## config.mk

```make
export PLATFORM = sky130hd
export DESIGN_NAME = fps_ctrl
export DESIGN_NICKNAME = d
export VERILOG_FILES = /design/src/hw/rtl/fps_pkg.sv /design/src/hw/rtl/fps_ctrl.sv
export VERILOG_INCLUDE_DIRS = /design/src /design/src/hw/rtl
export SDC_FILE = /design/constraint.sdc
export NUM_CORES = 1
export LEC_CHECK = 0
export ABC_AREA = 1
export BUFFER_PORTS_ARGS = -buffer_cell sky130_fd_sc_hd__buf_2
export CELL_PAD_IN_SITES_DETAIL_PLACEMENT = 0
export CELL_PAD_IN_SITES_GLOBAL_PLACEMENT = 2
export CORE_UTILIZATION = 33
export DETAILED_ROUTE_END_ITERATION = 10
export GPL_ROUTABILITY_DRIVEN = 0
export PLACE_DENSITY = 0.8
export SETUP_SLACK_MARGIN = 0.1
export SLEW_MARGIN = 20
export SYNTH_ARGS = -nofsm -noshare
export SYNTH_HDL_FRONTEND = slang
export SYNTH_SLANG_ARGS = --single-unit
export TNS_END_PERCENT = 50
```

## constraint.sdc

```tcl
create_clock -name clk -period 4 [get_ports clk]
set_input_delay 0.2 -clock clk [delete_from_list [all_inputs] [get_ports clk]]
set_output_delay 0.2 -clock clk [all_outputs]
set_load 0.01 [all_outputs]
```

## src/hw/rtl/fibonacci_prefix_sum_mod_defines.svh

```systemverilog
// Assertion helpers shared by the RTL.
`ifndef FIBONACCI_PREFIX_SUM_MOD_DEFINES_SVH
`define FIBONACCI_PREFIX_SUM_MOD_DEFINES_SVH

// Antecedent implies consequent on the next cycle.
`define FPS_ASSERT_NEXT(label, clk, rst_n, ante, cons) \
    label: assert property (@(posedge clk) disable iff (!rst_n) (ante) |=> (cons)) \
        else $error("assertion failed");

// Antecedent implies consequent in the same cycle.
`define FPS_ASSERT_SAME(label, clk, rst_n, ante, cons) \
    label: assert property (@(posedge clk) disable iff (!rst_n) (ante) |-> (cons)) \
        else $error("assertion failed");

`endif

```

## src/hw/rtl/fps_pkg.sv

```systemverilog
`timescale 1ns / 1ps
package fps_pkg;
    localparam int unsigned DEF_EXP_BITS = 63;
    localparam int unsigned IN_W = 63;
    localparam int unsigned OUT_W = 30;
    localparam logic [29:0] MOD_P = 30'd1000000007;

    // Datapath command from the controller.
    typedef enum logic [1:0] {
        OP_NONE = 2'd0,
        OP_INIT = 2'd1,
        OP_MUL  = 2'd2,  // acc = acc * base
        OP_SQR  = 2'd3   // base = base * base
    } op_t;

    typedef struct packed {
        op_t  op;
        logic start;   // launch op
        logic fin;     // final vector reduction
    } fps_cmd_t;

    typedef struct packed {
        logic busy;
    } fps_sts_t;
endpackage

```

## src/hw/rtl/fps_ctrl.sv

```systemverilog
`timescale 1ns / 1ps
`include "fibonacci_prefix_sum_mod_defines.svh"
module fps_ctrl
#(
    parameter int unsigned EXP_BITS = fps_pkg::DEF_EXP_BITS
)
(
    input  logic                      clk,
    input  logic                      rst_n,
    input  logic                      in_valid,
    output logic                      in_stall,
    input  logic [fps_pkg::IN_W-1:0]  index_n,
    output logic                      out_valid,
    input  logic                      out_stall,
    output fps_pkg::fps_cmd_t         cmd,
    input  fps_pkg::fps_sts_t         sts
);
    import fps_pkg::*;
    localparam int unsigned CW = $clog2(EXP_BITS + 1);

    typedef enum logic [5:0] {
        S_IDLE = 6'b000001,
        S_MUL  = 6'b000010,
        S_SQR  = 6'b000100,
        S_FIN  = 6'b001000,
        S_WAIT = 6'b010000,
        S_OUT  = 6'b100000
    } state_t;

    state_t state_reg, state_next;
    logic [EXP_BITS-1:0] e_reg, e_next;
    logic [CW-1:0] bit_reg, bit_next;
    logic launched_reg, launched_next;
    logic [IN_W-1:0] nm1;

    assign nm1 = (index_n == '0) ? '0 : index_n - IN_W'(1);

    always_comb
    begin
        state_next = state_reg;
        e_next = e_reg;
        bit_next = bit_reg;
        launched_next = launched_reg;
        cmd = '{op: OP_NONE, start: 1'b0, fin: 1'b0};
        case (state_reg)
            S_IDLE:
            begin
                if (in_valid)
                begin
                    e_next = EXP_BITS'({1'b0, nm1});
                    bit_next = '0;
                    cmd = '{op: OP_INIT, start: 1'b1, fin: 1'b0};
                    state_next = S_MUL;
                    launched_next = 1'b0;
                end
            end
            S_MUL, S_SQR, S_FIN:
            begin
                if (!launched_reg)
                begin
                    if (state_reg == S_MUL && !e_reg[0])
                    begin
                        state_next = S_SQR;
                    end
                    else
                    begin
                        cmd.start = 1'b1;
                        cmd.op = (state_reg == S_SQR) ? OP_SQR : OP_MUL;
                        cmd.fin = (state_reg == S_FIN);
                        launched_next = 1'b1;
                    end
                end
                else if (!sts.busy)
                begin
                    launched_next = 1'b0;
                    case (state_reg)
                        S_MUL: state_next = S_SQR;
                        S_SQR:
                        begin
                            e_next = e_reg >> 1;
                            bit_next = bit_reg + CW'(1);
                            state_next = (bit_reg == CW'(EXP_BITS - 1) || e_next == '0)
                                ? S_FIN : S_MUL;
                        end
                        default: state_next = S_OUT;
                    endcase
                end
            end
            S_OUT:
            begin
                if (!out_stall)
                begin
                    state_next = S_IDLE;
                end
            end
            default: state_next = S_IDLE;
        endcase
    end

    always_ff @(posedge clk or negedge rst_n)
    begin
        if (!rst_n)
        begin
            state_reg <= S_IDLE;
            launched_reg <= 1'b0;
        end
        else
        begin
            state_reg <= state_next;
            launched_reg <= launched_next;
        end
    end

    always_ff @(posedge clk)
    begin
        e_reg <= e_next;
        bit_reg <= bit_next;
    end

    assign in_stall = (state_reg != S_IDLE);
    assign out_valid = (state_reg == S_OUT);

    `FPS_ASSERT_NEXT(a_accept_start, clk, rst_n, in_valid && !in_stall, state_reg == S_MUL)
    `FPS_ASSERT_SAME(a_one_launch, clk, rst_n, cmd.start && cmd.op != OP_INIT, !sts.busy)
    `FPS_ASSERT_NEXT(a_out_hold, clk, rst_n, out_valid && out_stall, out_valid)
endmodule

```

# Yosys cells after proc, flatten, opt, wreduce, memory -nomap -nowiden
# Index checks and enable logic that the tools add are counted.
# Widths: inputs -> output; s select.
[classes]
reduce_logical = 10
n_addsub = 2
n_eq_ne = 14
muxes = 29
[op_table]
columns = ["cell", "n"]
rows = [
  ["$mux 63", 5],
  ["$logic_not 63->1", 2],
  ["$pmux 63 s2", 1],
  ["$sub 63x1->63 const B", 1],
  ["$mux 6", 9],
  ["$pmux 6 s2", 2],
  ["$pmux 6 s3", 1],
  ["$eq 6x6->1 const B", 2],
  ["$mux 4", 3],
  ["$ne 2x2->1 const B", 5],
  ["$pmux 4 s2", 1],
  ["$add 6x1->6 const B", 1],
  ["$eq 6x1->1 const B", 1],
  ["$eq 6x2->1 const B", 1],
  ["$eq 6x3->1 const B", 1],
  ["$eq 6x4->1 const B", 1],
  ["$ne 3x3->1 const B", 2],
  ["$ne 6x1->1 const B", 1],
  ["$mux 1", 5],
  ["$reduce_and 5->1", 1],
  ["$reduce_and 4->1", 1],
  ["$mux 3", 1],
  ["$reduce_or 3->1", 1],
  ["$pmux 1 s2", 1],
  ["other kinds (5)", 5],
]
[word_totals]
elab_cells = 59
output_inout_bits = 6
inputBits = 68
register_bits = 76

# Depth between registers and ports, before layout
[logic_depth]
depth_word = 7
depth_mapped = 11
mapped_depth_nobuf = 11

# Least setup slack after synthesis
# OpenSTA, ideal clock, no wires.
[synth_path]
path_type = "flip-flop to flip-flop"
start = "register state_reg[2]"
end = "register bit_reg[0] (enable)"
path_buffers = 1
setup_ns = 0.432
setup_slack_ns = 0.763
synth_period_minus_slack_ns = 3.237
t_arrival_ns = 2.804
path_stages_with_launch = 7
t_required_ns = 3.568
path_cell_list = "dfrtp_1 nor2_1 nand3_1 nand3_1 buf_2 o21a_1 o21a_1"
[synth_between]
elab_chain_len = 4
elab_cells_between_ends = 11
cone_classes = "8 x eq/ne; 3 x reduce/logical"
[synth_lines]
columns = ["element", "line_no", "rtl"]
rows = [
  ["start: declaration", "fps_ctrl.sv:30", "state_t state_reg, state_next;"],
  ["start signal: assignment", "fps_ctrl.sv:109", "state_reg <= state_next;"],
  ["$eq 6x2->1 (tied with other cells)", "fps_ctrl.sv:45", "case (state_reg)"],
  ["$reduce_or 3->1", "fps_ctrl.sv:45", ""],
  ["$ne 2x2->1 (no source line) or $reduce_bool 2->1 (tied branches)", "-", ""],
  ["$reduce_and 5->1 (no source line) (*)", "-", ""],
  ["end signal: assignment", "fps_ctrl.sv:117", "bit_reg <= bit_next;"],
  ["end: declaration", "fps_ctrl.sv:32", "logic [CW-1:0] bit_reg, bit_next;"],
]
# Mark *: on every way between the ends. The rest lies on a longest branch, timed or not.
# A chain may end at the register's enable or synchronous reset.

# Worst setup path after layout
[layout_path]
start = "register state_reg[3]"
end = "register e_reg[2] (enable)"
[layout_between]
elab_chain_len = 4
elab_cells_between_ends = 11
cone_classes = "8 x eq/ne; 3 x reduce/logical"
[layout_lines]
columns = ["element", "line_no", "rtl"]
rows = [
  ["$eq 6x2->1 (tied with other cells)", "fps_ctrl.sv:45", ""],
  ["$reduce_or 3->1", "fps_ctrl.sv:45", ""],
  ["$ne 2x2->1 (no source line) or $reduce_bool 2->1 (tied branches)", "-", ""],
  ["$reduce_and 5->1 (no source line) (*)", "-", ""],
  ["end signal: assignment", "fps_ctrl.sv:116", "e_reg <= e_next;"],
  ["end: declaration", "fps_ctrl.sv:31", "logic [EXP_BITS-1:0] e_reg, e_next;"],
]
# Marked as above.

==> results.json <==
{
  "status": "finished clean",
  "crit_type": "register to register",
  "tritoncts": "done",
  "crit_arrival_ns": 2.93,
  "end_kind": "register",
  "netlist_area_sq_mm": 0.00580,
  "max_freq_mhz": 339,
  "via_per_inst": 4.72,
  "synth_flop_cell": "edfxtp_1",
  "placed_area_sq_mm": 0.00634,
  "numCtsBuffers": 9,
  "clk_pin_slew_ns": 0.06,
  "routed_wl_microns": 18800,
  "async_flop_share_pct": 8.00,
  "grt.overflow.total": 0,
  "ys_top_cells_by_count": "nand2_1, nor2_1, edfxtp_1, inv_1, nand3_1",
  "ant_nets": 0,
  "rsz0062_at_grt": "false",
  "dp_cells": 1123,
  "grt_usage_pct": 21.9,
  "io_buffers": 73,
  "antenna_cells": 0,
  "grt_max_degree": 47,
  "nNetsFinal": 981,
  "grt_pass1_wl_microns": 29300,
  "die_y_microns": 135,
  "p_per_area_mw_per_mm2": 614,
  "fin_tns_setup_ns": 0,
  "synth_top_cell_area_share_pct": 35.8,
  "synth-edff-count": 69,
  "synth_top_area_cell": "edfxtp_1",
  "post_cts_resized": 0,
  "post_drt_wl_per_cell_microns": 16.5,
  "synthTopCellsByArea": "edfxtp_1, nand2_1, nor2_1",
  "yosysSeqAreaShare_pct": 38.4,
  "start_kind": "register",
  "h-tree-depth": 3,
  "timing.max_cap.violations": 0,
  "cp_slowest_stage_delay_ns": 0.60,
  "drt_iter0_drc": 350,
  "final.setup_skew_ns": 0.00890,
  "fin_util_pct": 38.7,
  "irDropWorstVdd_uv": 464,
  "grt_antenna_before_repair": 0,
  "start_util_pct": 33.6,
  "clock_path_buffers": 2,
  "dieWidth_microns": 135,
  "num_vias": 5386,
  "crit_fanout": 45,
  "final_area_sq_mm": 0.00667,
  "cp_top_family": "simple AND/OR/NAND/NOR gates",
  "fillCellCount": 1937,
  "clock-sinks": 75,
  "synth.ff_latch_count": 75,
  "slew_viol_final": 0,
  "drc": 0,
  "layout-drive-gt1-share_pct": 16.6,
  "coreArea_sq_mm": 0.0172,
  "power_w": 0.00409,
  "cts-root-buf": "clkbuf_16",
  "hold_violations": 0,
  "hp-class": "input pin to register",
  "die_area_sq_mm": 0.0181,
  "path_cells": "nor2_1 > nand3_1 > nand3_2 > o21a_1 > o21a_2 > buf_4",
  "syn_to_final_growth_pct": 15.1,
  "dpl.hpwl_microns": 15000,
  "relSlewSlack_pct": 45.6,
  "firstDrtPassIters": 5,
  "syn_inst": 836,
  "layoutNonFillerInstCount": 1140,
  "clock_latency_ns": 0.35,
  "setup_violations": 0,
  "synth_area_per_cell_sq_um": 6.93,
  "synth_warnings": 0,
  "grt_pass1_vias": 5150,
  "worstPathRequired_ns": 3.98,
  "largest_reg_flops": 63,
  "path_buf_inv": 1,
  "slowest_stage": "buf_4",
  "yosysUniqueCellTypes": 32,
  "period_needed_ns": 2.95,
  "p_leak_nw": 2.66,
  "yosysMostFrequentCell": "nand2_1",
  "ios": 74,
  "tightest_slew_ns": 0.816,
  "fp-row-count": 48,
  "synth_nets": 907,
  "fin_crit_sh_pct": 73.7
}
-- power by group --
part	internal, W	total, W	leakage (nW)	switching (W)
Combinational	0.000416	0.00143	1.77	0.00101
Sequential	0.00154	0.00176	0.738	0.000225
Clock	0.000548	0.000900	0.153	0.000352
-- cells in the final DEF, fill, tap and decap left out, types with 2 or more instances in the layout --
master and n:
nand3b_1 4, nand2_4 2, buf_2 73, o21ai_0 9, or2_2 4, nor2_2 6
o22ai_2 4, nand3_1 42, a21oi_1 3, bufinv_16 2, clkbuf_16 9, nand4_1 20
xnor2_1 16, nor2_4 3, o21ai_2 35, ha_1 3, clkinv_4 2, inv_2 2
xor2_1 18, nand2_1 300, buf_4 3, inv_1 67, dfrtp_1 5, nor2_1 199
edfxtp_1 69
-- cells by family (layout without fill, tap and decap cells) --
group / count (synthesis) / after routing / share of synthesized area (%)
AO/OA/AOI/OAI: 55 / 55 / 7.66
XOR/XNOR: 34 / 34 / 5.14
flip-flops: 75 / 75 / 38.4
adder cells (fa/ha/maj): 3 / 3 / 0.648
AND/OR/NAND/NOR: 586 / 586 / 41.5
buffers and inverters: 83 / 162 / 6.69
-- routing by layer --
layer	vias to the layer above	share of wire (%)	track usage [%]	wire, microns
met5	-	0	0	0
met4	0	1.5	6.62	290
met2	123	44	35.1	8330
li1	2830	-	-	-
met3	18	4.0	2.21	751
met1	2415	50	31.2	9420
-- worst paths after layout --
kind                           endpoint  slack [ns]  cells after the start         start
setup / recovery               e_reg[2]        1.05                      6  state_reg[3]
hold / removal             state_reg[0]        0.15                      4      in_valid
setup reg to reg               e_reg[2]        1.05                      6  state_reg[3]
hold reg to reg            state_reg[3]        0.52                      2  state_reg[3]
max in group asynchronous  state_reg[0]        3.56                      2         rst_n
min in group asynchronous  state_reg[5]        0.20                      2         rst_n
-- area by class of cell --
class | instances | area, sq um | area share (%)
Inverter | 69 | 259 | 3.88
Clock buffer | 10 | 229 | 3.43
Multi-Input combinational cell | 678 | 3190 | 47.8
Sequential cell | 75 | 2220 | 33.3
Timing Repair Buffer | 77 | 398 | 5.96
Clock inverter | 6 | 90.1 | 1.35
Tap cell | 225 | 282 | 4.22
-- stage by stage --
stage | setup slack (ns) | hold WS, ns
2_1_floorplan | 0.763 | -0.0956
3_3_place_gp | 1.04 | 0.0391
3_5_place_dp | 0.987 | 0.0370
4_1_cts | 0.976 | 0.135
5_1_grt | 0.766 | 0.179
6_report | 1.05 | 0.150
-- repair_timing --
item / 4_1_cts / 5_1_grt
hold endpoints to repair: 6 / 0
hold buffers: 1 / 0
setup buffers: 0 / 0
-- worst reg2reg max path, stage by stage (launching register included) --
cell and delay (ns):
dfrtp_1 0.39, nor2_1 0.21, nand3_1 0.23, nand3_2 0.37
o21a_1 0.18, o21a_2 0.54, buf_4 0.61
Note: power is estimated with default switching activity, not from simulation.
